`src/hdl/sts_pkg.sv`:
```
// sts_pkg: result kinds, field widths and keyword lookup for the token scanner.
// No dependencies.
`timescale 1ns / 1ps
package sts_pkg;

  localparam int KIND_W = 6;
  localparam int BYTE_W = 8;
  localparam int MANT_W = 64;
  localparam int FRAC_W = 6;
  localparam int FRAC_MAX = 62;
  localparam int HEAD_BYTES = 8;

  localparam int DEF_WORD_KEEP   = 63;
  localparam int DEF_STRING_KEEP = 255;

  localparam logic [KIND_W-1:0] K_EOF    = 6'd0;
  localparam logic [KIND_W-1:0] K_NUMBER = 6'd1;
  localparam logic [KIND_W-1:0] K_STRING = 6'd2;
  localparam logic [KIND_W-1:0] K_IDENT  = 6'd3;
  localparam logic [KIND_W-1:0] K_LET    = 6'd4;
  localparam logic [KIND_W-1:0] K_FUNC   = 6'd5;
  localparam logic [KIND_W-1:0] K_RETURN = 6'd6;
  localparam logic [KIND_W-1:0] K_IF     = 6'd7;
  localparam logic [KIND_W-1:0] K_ELSE   = 6'd8;
  localparam logic [KIND_W-1:0] K_WHILE  = 6'd9;
  localparam logic [KIND_W-1:0] K_TRY    = 6'd10;
  localparam logic [KIND_W-1:0] K_CATCH  = 6'd11;
  localparam logic [KIND_W-1:0] K_FINALLY = 6'd12;
  localparam logic [KIND_W-1:0] K_THROW  = 6'd13;
  localparam logic [KIND_W-1:0] K_TRUE   = 6'd14;
  localparam logic [KIND_W-1:0] K_FALSE  = 6'd15;
  localparam logic [KIND_W-1:0] K_PLUS   = 6'd16;
  localparam logic [KIND_W-1:0] K_MINUS  = 6'd17;
  localparam logic [KIND_W-1:0] K_STAR   = 6'd18;
  localparam logic [KIND_W-1:0] K_SLASH  = 6'd19;
  localparam logic [KIND_W-1:0] K_SEMI   = 6'd20;
  localparam logic [KIND_W-1:0] K_LPAR   = 6'd21;
  localparam logic [KIND_W-1:0] K_RPAR   = 6'd22;
  localparam logic [KIND_W-1:0] K_LBRACE = 6'd23;
  localparam logic [KIND_W-1:0] K_RBRACE = 6'd24;
  localparam logic [KIND_W-1:0] K_LBRACK = 6'd25;
  localparam logic [KIND_W-1:0] K_RBRACK = 6'd26;
  localparam logic [KIND_W-1:0] K_COMMA  = 6'd27;
  localparam logic [KIND_W-1:0] K_COLON  = 6'd28;
  localparam logic [KIND_W-1:0] K_DOT    = 6'd29;
  localparam logic [KIND_W-1:0] K_ASSIGN = 6'd30;
  localparam logic [KIND_W-1:0] K_ANDAND = 6'd38;
  localparam logic [KIND_W-1:0] K_OROR   = 6'd39;
  localparam logic [KIND_W-1:0] K_BYTE   = 6'd40;
  localparam logic [KIND_W-1:0] K_UNTERM = 6'd41;
  localparam logic [KIND_W-1:0] K_UNEXP  = 6'd42;

  // pending operator codes
  localparam logic [2:0] P_NONE = 3'd0;
  localparam logic [2:0] P_EQ   = 3'd1;
  localparam logic [2:0] P_NOT  = 3'd2;
  localparam logic [2:0] P_LT   = 3'd3;
  localparam logic [2:0] P_GT   = 3'd4;
  localparam logic [2:0] P_AMP  = 3'd5;
  localparam logic [2:0] P_BAR  = 3'd6;
  localparam logic [2:0] P_DIV  = 3'd7;

  typedef struct packed {
    logic [KIND_W-1:0] kind;
    logic [BYTE_W-1:0] lbyte;
    logic [MANT_W-1:0] mant;
    logic [FRAC_W-1:0] frac;
    logic              last;
  } res_t;

  function automatic res_t mk_res(logic [KIND_W-1:0] kind, logic [BYTE_W-1:0] lbyte,
                                  logic [MANT_W-1:0] mant, logic [FRAC_W-1:0] frac);
    res_t r;
    r.kind  = kind;
    r.lbyte = lbyte;
    r.mant  = mant;
    r.frac  = frac;
    r.last  = 1'b0;
    return r;
  endfunction

  // head is little-endian packed; len is 15 when more than 8 bytes were kept
  function automatic logic [KIND_W-1:0] kw_kind(logic [63:0] head, logic [3:0] len);
    logic [KIND_W-1:0] k;
    k = K_IDENT;
    if (len == 4'd3 && head == 64'("tel"))           k = K_LET;
    if (len == 4'd8 && head == 64'("noitcnuf"))      k = K_FUNC;
    if (len == 4'd6 && head == 64'("nruter"))        k = K_RETURN;
    if (len == 4'd2 && head == 64'("fi"))            k = K_IF;
    if (len == 4'd4 && head == 64'("esle"))          k = K_ELSE;
    if (len == 4'd5 && head == 64'("elihw"))         k = K_WHILE;
    if (len == 4'd3 && head == 64'("yrt"))           k = K_TRY;
    if (len == 4'd5 && head == 64'("hctac"))         k = K_CATCH;
    if (len == 4'd7 && head == 64'("yllanif"))       k = K_FINALLY;
    if (len == 4'd5 && head == 64'("worht"))         k = K_THROW;
    if (len == 4'd4 && head == 64'("eurt"))          k = K_TRUE;
    if (len == 4'd5 && head == 64'("eslaf"))         k = K_FALSE;
    return k;
  endfunction

endpackage

```
`src/hdl/script_token_scanner.sv`:
```
// script_token_scanner: byte-serial lexer, one source byte per word.
// Depends on sts_pkg.
`timescale 1ns / 1ps
// One source byte is accepted per cycle while in_tready is high. Each accepted
// byte is decoded from the input register in the cycle after it is accepted, and
// its zero, one or two results enter a six-entry output queue for the output port.
// Bytes that close a token and start another give two results, which the queue
// holds until the output port takes them in turn, and in_tready drops only
// when more than two results are waiting. Identifier and string bytes come out
// as lexeme-byte words (kind 40) ahead of their token; a keyword token means the
// consumer drops those bytes. tlast marks the final result of one input byte.
module script_token_scanner
  import sts_pkg::*;
#(
  parameter int WORD_KEEP   = DEF_WORD_KEEP,
  parameter int STRING_KEEP = DEF_STRING_KEEP
) (
  input  logic        clk,
  input  logic        rst_n,
  input  logic        in_tvalid,
  output logic        in_tready,
  input  logic [7:0]  in_tdata,   // [7:0] text_byte
  output logic        out_tvalid,
  input  logic        out_tready,
  output logic [79:0] out_tdata,  // [7:0] lexeme_byte, [71:8] mantissa, [77:72] frac_digits
  output logic [5:0]  out_tuser,  // [5:0] kind
  output logic        out_tlast
);

  localparam int KEEP_MAX = (WORD_KEEP > STRING_KEEP) ? WORD_KEEP : STRING_KEEP;
  localparam int KEPT_W   = $clog2(KEEP_MAX + 1);
  localparam int QDEPTH   = 6;
  localparam int QCNT_W   = 3;

  typedef enum logic [2:0] {
    M_START, M_OP, M_COMMENT, M_NUM, M_WORD, M_STR
  } mode_t;

  mode_t               mode_r, mode_nxt, st_mode;
  logic [2:0]          pend_r, pend_nxt, st_pend;
  logic                qs_r, qs_nxt, st_qs;
  logic                esc_r, esc_nxt, st_esc;
  logic [KEPT_W-1:0]   kept_r, kept_nxt, st_kept;
  logic [63:0]         head_r, head_nxt, st_head;
  logic [MANT_W-1:0]   mant_r, mant_nxt, st_mant;
  logic [FRAC_W-1:0]   frac_r, frac_nxt, st_frac;
  logic [1:0]          dots_r, dots_nxt, st_dots;
  logic                halt_r, halt_nxt, st_halt;
  logic                st_emit;
  res_t                st_res;

  logic                vld_r;
  logic [7:0]          byte_r;
  logic [7:0]          c;
  logic [7:0]          sc;
  logic                is_dig, is_alp, is_spc;
  logic [MANT_W+3:0]   mul10;
  logic [3:0]          wlen;
  logic [KIND_W-1:0]   wkind;
  res_t                r0, r1;
  logic [1:0]          rn;

  res_t                q_r [QDEPTH];
  logic [QCNT_W-1:0]   cnt_r;
  logic                pop;
  logic [QCNT_W-1:0]   base;

  assign c      = byte_r;
  assign is_dig = (c >= "0") && (c <= "9");
  assign is_alp = ((c >= "a") && (c <= "z")) || ((c >= "A") && (c <= "Z")) || (c == "_");
  assign is_spc = (c == 8'd32) || ((c >= 8'd9) && (c <= 8'd13));
  assign mul10  = {1'b0, mant_r, 3'b000} + {3'b000, mant_r, 1'b0} + (MANT_W+4)'(c - "0");
  assign wlen   = (kept_r > KEPT_W'(HEAD_BYTES)) ? 4'd15 : kept_r[3:0];
  assign wkind  = kw_kind(head_r, wlen);

  // effect of scanning c as the first byte of a token
  always_comb begin
    st_mode = M_START;
    st_pend = P_NONE;
    st_qs   = qs_r;
    st_esc  = esc_r;
    st_kept = kept_r;
    st_head = head_r;
    st_mant = mant_r;
    st_frac = frac_r;
    st_dots = dots_r;
    st_halt = halt_r;
    st_emit = 1'b0;
    st_res  = mk_res(K_EOF, '0, '0, '0);
    if (is_spc) begin
      st_mode = M_START;
    end else if (is_dig) begin
      st_mode = M_NUM;
      st_mant = MANT_W'(c - "0");
      st_frac = '0;
      st_dots = '0;
      st_kept = KEPT_W'(1);
    end else if (c == "\"" || c == "'") begin
      st_mode = M_STR;
      st_qs   = (c == "'");
      st_esc  = 1'b0;
      st_kept = '0;
    end else if (is_alp) begin
      st_mode = M_WORD;
      st_kept = KEPT_W'(1);
      st_head = 64'(c);
      st_emit = 1'b1;
      st_res  = mk_res(K_BYTE, c, '0, '0);
    end else begin
      st_emit = 1'b1;
      unique case (c)
        "+": st_res = mk_res(K_PLUS, '0, '0, '0);
        "-": st_res = mk_res(K_MINUS, '0, '0, '0);
        "*": st_res = mk_res(K_STAR, '0, '0, '0);
        ";": st_res = mk_res(K_SEMI, '0, '0, '0);
        "(": st_res = mk_res(K_LPAR, '0, '0, '0);
        ")": st_res = mk_res(K_RPAR, '0, '0, '0);
        "{": st_res = mk_res(K_LBRACE, '0, '0, '0);
        "}": st_res = mk_res(K_RBRACE, '0, '0, '0);
        "[": st_res = mk_res(K_LBRACK, '0, '0, '0);
        "]": st_res = mk_res(K_RBRACK, '0, '0, '0);
        ",": st_res = mk_res(K_COMMA, '0, '0, '0);
        ":": st_res = mk_res(K_COLON, '0, '0, '0);
        ".": st_res = mk_res(K_DOT, '0, '0, '0);
        "=": begin st_emit = 1'b0; st_pend = P_EQ;  st_mode = M_OP; end
        "!": begin st_emit = 1'b0; st_pend = P_NOT; st_mode = M_OP; end
        "<": begin st_emit = 1'b0; st_pend = P_LT;  st_mode = M_OP; end
        ">": begin st_emit = 1'b0; st_pend = P_GT;  st_mode = M_OP; end
        "&": begin st_emit = 1'b0; st_pend = P_AMP; st_mode = M_OP; end
        "|": begin st_emit = 1'b0; st_pend = P_BAR; st_mode = M_OP; end
        "/": begin st_emit = 1'b0; st_pend = P_DIV; st_mode = M_OP; end
        default: begin
          st_res  = mk_res(K_UNEXP, c, '0, '0);
          st_halt = 1'b1;
        end
      endcase
    end
  end

  // main decode of the registered byte
  always_comb begin
    mode_nxt = mode_r;
    pend_nxt = pend_r;
    qs_nxt   = qs_r;
    esc_nxt  = esc_r;
    kept_nxt = kept_r;
    head_nxt = head_r;
    mant_nxt = mant_r;
    frac_nxt = frac_r;
    dots_nxt = dots_r;
    halt_nxt = halt_r;
    r0 = mk_res(K_EOF, '0, '0, '0);
    r1 = mk_res(K_EOF, '0, '0, '0);
    rn = 2'd0;
    sc = c;
    if (vld_r) begin
      if (c == 8'd0) begin
        if (!halt_r) begin
          rn = 2'd1;
          unique case (mode_r)
            M_NUM: begin
              r0 = mk_res(K_NUMBER, '0, mant_r, frac_r);
              r1 = mk_res(K_EOF, '0, '0, '0);
              rn = 2'd2;
            end
            M_WORD: begin
              r0 = mk_res(wkind, '0, '0, '0);
              r1 = mk_res(K_EOF, '0, '0, '0);
              rn = 2'd2;
            end
            M_OP: begin
              if (pend_r == P_AMP || pend_r == P_BAR) begin
                r0 = mk_res(K_UNEXP, '0, '0, '0);
              end else begin
                r0 = mk_res((pend_r == P_DIV) ? K_SLASH :
                            K_ASSIGN + {2'b00, pend_r - 3'd1, 1'b0}, '0, '0, '0);
                r1 = mk_res(K_EOF, '0, '0, '0);
                rn = 2'd2;
              end
            end
            M_STR: r0 = mk_res(K_UNTERM, '0, '0, '0);
            default: r0 = mk_res(K_EOF, '0, '0, '0);
          endcase
        end
        mode_nxt = M_START;
        pend_nxt = P_NONE;
        qs_nxt   = 1'b0;
        esc_nxt  = 1'b0;
        kept_nxt = '0;
        head_nxt = '0;
        mant_nxt = '0;
        frac_nxt = '0;
        dots_nxt = '0;
        halt_nxt = 1'b0;
      end else if (!halt_r) begin
        unique case (mode_r)
          M_OP: begin
            if (pend_r == P_AMP || pend_r == P_BAR) begin
              mode_nxt = M_START;
              pend_nxt = P_NONE;
              rn = 2'd1;
              if (c == ((pend_r == P_AMP) ? "&" : "|")) begin
                r0 = mk_res((pend_r == P_AMP) ? K_ANDAND : K_OROR, '0, '0, '0);
              end else begin
                r0 = mk_res(K_UNEXP, c, '0, '0);
                halt_nxt = 1'b1;
              end
            end else if (pend_r == P_DIV && c == "/") begin
              mode_nxt = M_COMMENT;
              pend_nxt = P_NONE;
            end else if (pend_r != P_DIV && pend_r != P_NONE && c == "=") begin
              mode_nxt = M_START;
              pend_nxt = P_NONE;
              r0 = mk_res(K_ASSIGN + {2'b00, pend_r - 3'd1, 1'b0} + 6'd1, '0, '0, '0);
              rn = 2'd1;
            end else begin
              if (pend_r != P_NONE) begin
                r0 = mk_res((pend_r == P_DIV) ? K_SLASH :
                            K_ASSIGN + {2'b00, pend_r - 3'd1, 1'b0}, '0, '0, '0);
                rn = 2'd1;
              end
              mode_nxt = st_mode; pend_nxt = st_pend; qs_nxt = st_qs; esc_nxt = st_esc;
              kept_nxt = st_kept; head_nxt = st_head; mant_nxt = st_mant;
              frac_nxt = st_frac; dots_nxt = st_dots; halt_nxt = st_halt;
              if (st_emit) begin
                if (rn == 2'd0) r0 = st_res; else r1 = st_res;
                rn = rn + 2'd1;
              end
            end
          end
          M_COMMENT: begin
            if (c == 8'd10) mode_nxt = M_START;
          end
          M_NUM: begin
            if (is_dig) begin
              if (kept_r < KEPT_W'(WORD_KEEP)) begin
                kept_nxt = kept_r + KEPT_W'(1);
                if (dots_r == 2'd0 || (dots_r == 2'd1 && frac_r < FRAC_W'(FRAC_MAX))) begin
                  mant_nxt = (mul10[MANT_W+3:MANT_W] != 4'd0) ? '1 : mul10[MANT_W-1:0];
                  if (dots_r == 2'd1) frac_nxt = frac_r + FRAC_W'(1);
                end
              end
            end else if (c == ".") begin
              if (kept_r < KEPT_W'(WORD_KEEP)) begin
                kept_nxt = kept_r + KEPT_W'(1);
                if (dots_r < 2'd2) dots_nxt = dots_r + 2'd1;
              end
            end else begin
              r0 = mk_res(K_NUMBER, '0, mant_r, frac_r);
              rn = 2'd1;
              mode_nxt = st_mode; pend_nxt = st_pend; qs_nxt = st_qs; esc_nxt = st_esc;
              kept_nxt = st_kept; head_nxt = st_head; mant_nxt = st_mant;
              frac_nxt = st_frac; dots_nxt = st_dots; halt_nxt = st_halt;
              if (st_emit) begin
                r1 = st_res;
                rn = 2'd2;
              end
            end
          end
          M_WORD: begin
            if (is_alp || is_dig) begin
              if (kept_r < KEPT_W'(WORD_KEEP)) begin
                if (kept_r < KEPT_W'(HEAD_BYTES))
                  head_nxt = head_r | (64'(c) << {kept_r[2:0], 3'b000});
                kept_nxt = kept_r + KEPT_W'(1);
                r0 = mk_res(K_BYTE, c, '0, '0);
                rn = 2'd1;
              end
            end else begin
              r0 = mk_res(wkind, '0, '0, '0);
              rn = 2'd1;
              mode_nxt = st_mode; pend_nxt = st_pend; qs_nxt = st_qs; esc_nxt = st_esc;
              kept_nxt = st_kept; head_nxt = st_head; mant_nxt = st_mant;
              frac_nxt = st_frac; dots_nxt = st_dots; halt_nxt = st_halt;
              if (st_emit) begin
                r1 = st_res;
                rn = 2'd2;
              end
            end
          end
          M_STR: begin
            if (!esc_r && c == (qs_r ? "'" : "\"")) begin
              r0 = mk_res(K_STRING, '0, '0, '0);
              rn = 2'd1;
              mode_nxt = M_START;
            end else if (!esc_r && c == "\\") begin
              esc_nxt = 1'b1;
            end else begin
              esc_nxt = 1'b0;
              if (esc_r && c == "n") sc = 8'd10;
              else if (esc_r && c == "t") sc = 8'd9;
              if (kept_r < KEPT_W'(STRING_KEEP)) begin
                kept_nxt = kept_r + KEPT_W'(1);
                r0 = mk_res(K_BYTE, sc, '0, '0);
                rn = 2'd1;
              end
            end
          end
          default: begin
            mode_nxt = st_mode; pend_nxt = st_pend; qs_nxt = st_qs; esc_nxt = st_esc;
            kept_nxt = st_kept; head_nxt = st_head; mant_nxt = st_mant;
            frac_nxt = st_frac; dots_nxt = st_dots; halt_nxt = st_halt;
            if (st_emit) begin
              r0 = st_res;
              rn = 2'd1;
            end
          end
        endcase
      end
    end
    if (rn == 2'd1) r0.last = 1'b1;
    if (rn == 2'd2) r1.last = 1'b1;
  end

  assign in_tready  = (cnt_r <= QCNT_W'(2));
  assign pop        = out_tvalid && out_tready;
  assign base       = cnt_r - QCNT_W'(pop);
  assign out_tvalid = (cnt_r != '0);
  assign out_tdata  = {2'b00, q_r[0].frac, q_r[0].mant, q_r[0].lbyte};
  assign out_tuser  = q_r[0].kind;
  assign out_tlast  = q_r[0].last;

  always_ff @(posedge clk) begin
    if (!rst_n) begin
      vld_r  <= 1'b0;
      mode_r <= M_START;
      pend_r <= P_NONE;
      qs_r   <= 1'b0;
      esc_r  <= 1'b0;
      kept_r <= '0;
      head_r <= '0;
      mant_r <= '0;
      frac_r <= '0;
      dots_r <= '0;
      halt_r <= 1'b0;
      cnt_r  <= '0;
    end else begin
      vld_r  <= in_tvalid && in_tready;
      mode_r <= mode_nxt;
      pend_r <= pend_nxt;
      qs_r   <= qs_nxt;
      esc_r  <= esc_nxt;
      kept_r <= kept_nxt;
      head_r <= head_nxt;
      mant_r <= mant_nxt;
      frac_r <= frac_nxt;
      dots_r <= dots_nxt;
      halt_r <= halt_nxt;
      cnt_r  <= base + QCNT_W'(rn);
    end
  end

  always_ff @(posedge clk) begin
    if (in_tvalid && in_tready) byte_r <= in_tdata;
    for (int i = 0; i < QDEPTH; i++) begin
      if (rn != 2'd0 && QCNT_W'(i) == base) q_r[i] <= r0;
      else if (rn == 2'd2 && QCNT_W'(i) == base + QCNT_W'(1)) q_r[i] <= r1;
      else if (pop && i < QDEPTH - 1) q_r[i] <= q_r[(i < QDEPTH - 1) ? i + 1 : i];
    end
  end

endmodule

```
`config.mk`:
```
export PLATFORM = sky130hd
export DESIGN_NAME = script_token_scanner
export DESIGN_NICKNAME = d
export VERILOG_FILES = /design/src/hdl/sts_pkg.sv /design/src/hdl/script_token_scanner.sv
export SDC_FILE = /design/constraint.sdc
export NUM_CORES = 2
export LEC_CHECK = 0
export BUFFER_PORTS_ARGS = -buffer_cell sky130_fd_sc_hd__buf_4
export CAP_MARGIN = 20
export CORE_ASPECT_RATIO = 0.75
export CORE_UTILIZATION = 57
export DETAILED_ROUTE_END_ITERATION = 8
export HOLD_SLACK_MARGIN = 0.03
export PLACE_DENSITY_LB_ADDON = 0.15
export SYNTH_ARGS = -nofsm -noshare
export SYNTH_HDL_FRONTEND = slang
export SYNTH_SLANG_ARGS = --single-unit
```
`constraint.sdc`:
```
create_clock -name clk -period 10.1 [get_ports clk]
set_clock_uncertainty 0.1 [all_clocks]
set_input_delay 1.01 -clock clk [delete_from_list [all_inputs] [get_ports clk]]
set_output_delay 1.01 -clock clk [all_outputs]
set_load 0.005 [all_outputs]
```
==> impl_metrics.py <==
metrics = {
    "sta": {
        "min_period_over_period_pct": 68.8,
        "fin_crit_ps": 6950,
        "fmax_mhz": 144,
        "slew_headroom_pct": 25.7,
        "drv_slew": 0,
        "setup_viol": 0,
        "rsz0062_at_grt": "no",
        "tightest_slew_ps": 1110,
        "hold_viol": 0,
        "tns_ps": 0,
        "holdWs_ps": 372,
    },
    "critical_path": {
        "critical_path.cell_chain": "inv_1, ha_1, a21oi_1, nor4b_2, o21ai_1, nand3_2, a21o_2, inv_4, ha_1, a21oi_1, a21oi_1, nor3_1, o211a_2, or2_4, nand4_2, nand3_4, buf_4, mux2_2",
        "crit_type": "reg2reg",
        "cp_max_fo": 46,
        "cp.arrival_ps": 7220,
        "endpoint": "q_r[1][19]$_DFFE_PP_",
        "worstReg2RegEnd": "q_r[1][19]$_DFFE_PP_",
        "cpPeakStageDelay_ps": 910,
        "endpoint_kind": "flip-flop",
        "cp_common_cell": "a21oi_1",
        "reg2reg_depth": 18,
        "reg2reg_slack_ps": 3150,
        "cp_slowest_cell": "edfxtp_1",
        "start_kind": "flip-flop",
        "r2r_start": "byte_r[5]$_DFFE_PP_",
        "crit_required_ps": 10380,
        "startpoint": "byte_r[5]$_DFFE_PP_",
    },
    "logic_synthesis": {
        "seq_area_frac_synth_pct": 47.8,
        "syn_inst": 3796,
        "synth_area_mm2": 0.0391,
        "synth_area_leader_cell": "edfxtp_1",
        "synth_ff_type": "edfxtp_1",
        "yosys.area.top_type_share_pct": 39.8,
        "ys_warn_count": 0,
        "synth-edff-count": 518,
        "yosys-top-cells-area": "edfxtp_1 (40%), dfxtp_1 (8.0%), mux2_2 (4.9%)",
        "synth_cell_type_count": 117,
        "avgSynthCellArea_um2": 10.3,
        "async_flop_share_pct": 0,
        "synth_seq_cells": 675,
    },
    "final_layout": {
        "drive_gt1_share_pct": 12.9,
        "areaGrowthSynthToFinish_pct": 8.92,
        "diodes": 0,
        "fillers": 5489,
        "nets": 3938,
        "final_area_mm2": 0.0426,
        "final_core_utilization_pct": 63.3,
    },
    "detailed_routing": {
        "highest_layer": "met5",
        "postRouteAntennaNets": 0,
        "wl_per_cell_um": 25.0,
        "route.met2.wl_mm": 47.0,
        "met3WireLength_mm": 14.6,
        "vias": 31200,
        "routedLengthMet1_mm": 54.0,
        "routed_wl_mm": 118,
        "drc": 0,
        "drt-initial-drc-count": 3738,
        "dr.pass1.iters": 9,
        "via_per_inst": 6.64,
    },
    "floorplanning": {
        "num_rows": 82,
        "start_util_pct": 58.1,
        "core-area_mm2": 0.0673,
        "dieHeight_um": 229,
        "die_w_um": 305,
        "die_area_mm2": 0.0697,
        "pin_count": 101,
    },
    "clock_network": {
        "cts-resized-gates": 0,
        "clock_path_buffers": 3,
        "cts_made_buffers": 69,
        "cts_root_buffer": "clkbuf_16",
        "cts.reportedPaths.clkPinSlew_ps": 60,
        "clk_latency_ps": 650,
        "hold_buffers": 0,
        "postCtsSetupBuffers": 0,
        "cts_tree": "yes",
        "clock_sinks": 675,
        "htreeDepth": 3,
    },
    "grt": {
        "grt_pass1_vias": 29000,
        "grt.total_usage_pct": 33.3,
        "overflow": 0,
        "grt_max_degree": 169,
        "antenna_found_initial": 0,
        "grt_pass1_wl_mm": 180,
    },
    "hold_path": {
        "hp-class": "reg2reg",
        "min-delay-start": "head_r[44]$_SDFFE_PN0P_",
    },
    "placed_design": {
        "finalWeightedCongestion": 1.00,
        "place_hpwl_mm": 80.6,
        "numPortBuffers": 98,
        "dpl_cell_area_mm2": 0.0403,
    },
    "power": {
        "power_density_mw_per_mm2": 228,
        "p_leak_nw": 15.9,
        "vdd_ir_drop_max_mv": 0.192,
        "power_mw": 9.70,
    },
    "outcome": {
        "status": "finished clean",
    },
    "run": {
        "cap_violations": 0,
    },
}
cells by family (layout without fill, tap and decap cells):
kind of cell | Yosys count | after routing | share of synthesized area (%)
DFF | 675 | 675 | 47.8
buffers and inverters | 325 | 352 | 3.86
other | 1 | 2 | 0.00958
xor gates and xnor gates | 66 | 66 | 1.48
muxes | 313 | 313 | 8.90
AOI/OAI and AO/OA | 935 | 935 | 16.0
adders and majority gates | 156 | 156 | 6.22
and+or+nand+nor | 1325 | 1325 | 15.8
Yosys cell counts (14+ instances only):
library cell    n
xor2_1         29
nand2b_1       17
dfxtp_1       157
mux2_2        170
buf_2          66
o21ai_0       128
buf_4          24
buf_6          15
and2_1         20
nor2b_1        18
clkbuf_1      148
or3_1          22
nand4b_1       14
xnor2_1        37
nand4_1        52
nor2_1        498
edfxtp_1      518
o21bai_1       19
o2bb2ai_1      71
o21a_1         19
a211oi_1       54
a22oi_1        20
nor3_1         91
o31ai_1        90
fa_1           64
and3_1         41
ha_1           92
o211ai_1       19
a31oi_1        27
mux2_1         99
a21o_1         21
nand3_1        65
inv_1          63
mux2i_1        41
a21oi_1       294
o21ai_1        20
nand2_1       369
nor4_1         43
report_power, final:
group	internal, mW	switching, mW	total, mW
clock	1.42	1.16	2.58
combinational	0.984	1.77	2.75
sequential	4.12	0.248	4.37
critical path, delay by kind of cell, from the launching register on:
family / cells / cell delay, ps
buf+inv: 3 / 1100
simple gates: 6 / 2200
mux: 1 / 410
compound gates: 6 / 1380
fa+ha+maj: 2 / 530
flops: 1 / 910
final cells by class:
class / count / area, um^2 / share of cell area, %
Clock buffer: 91 / 1850 / 4.34
Inverter: 66 / 250 / 0.587
Sequential cell: 675 / 18700 / 43.9
Clock inverter: 34 / 400 / 0.939
Timing Repair Buffer: 161 / 1260 / 2.95
Tap cell: 882 / 1100 / 2.59
Multi-Input combinational cell: 2797 / 19100 / 44.7
placed cells by master, fill, tap and decap left out, drive strengths merged, types with 13 or more instances in the layout:
| cell type | count |
|---|---|
| a211oi | 55 |
| o211ai | 20 |
| and3 | 41 |
| mux2i | 41 |
| o22ai | 14 |
| o31ai | 90 |
| nor3 | 93 |
| xnor2 | 37 |
| nor2 | 499 |
| buf | 160 |
| nand3 | 67 |
| nand4b | 14 |
| a32o | 13 |
| nor2b | 18 |
| ha | 92 |
| xor2 | 29 |
| nand2b | 17 |
| nor4 | 45 |
| or3 | 22 |
| a22oi | 20 |
| dfxtp | 157 |
| fa | 64 |
| a21o | 22 |
| nand4 | 54 |
| and2 | 22 |
| o21ai | 149 |
| o2bb2ai | 71 |
| clkinv | 23 |
| inv | 69 |
| nand2 | 370 |
| o21a | 19 |
| clkbuf | 92 |
| o21bai | 19 |
| a31oi | 28 |
| edfxtp | 518 |
| mux2 | 272 |
| a21oi | 294 |
through the flow:
| step | cells | setup slack [ps] |
|---|---|---|
| 2_1_floorplan | 3797 | 45.1 |
| 3_3_place_gp | 4577 | 3430 |
| 3_5_place_dp | 4577 | 3250 |
| 4_1_cts | 4702 | 3230 |
| 5_1_grt | 4706 | 2730 |
| 6_report | 4706 | 3150 |
sequential cells by signal (all words and copies together) (netlist names), 2 cells and up:
name,cells
kept_r,8
pend_r,3
dots_r,2
head_r,64
byte_r,8
frac_r,6
q_r,510
mant_r,64
cnt_r,3
mode_r,3
worst min path at each step:
stage | cells after the start | end
2_1_floorplan | 2 | head_r[44]$_SDFFE_PN0P_
3_3_place_gp | 2 | head_r[44]$_SDFFE_PN0P_
3_5_place_dp | 2 | head_r[44]$_SDFFE_PN0P_
4_1_cts | 2 | head_r[44]$_SDFFE_PN0P_
5_1_grt | 1 | head_r[47]$_SDFFE_PN0P_
6_report | 2 | head_r[44]$_SDFFE_PN0P_
per-layer routing:
layer	global-route usage, %	up-vias
met5	1.16	-
met4	7.72	2
met3	9.67	163
met2	44.3	1666
met1	52.5	15300
li1	-	14100
(Power assumes the default switching activity.)
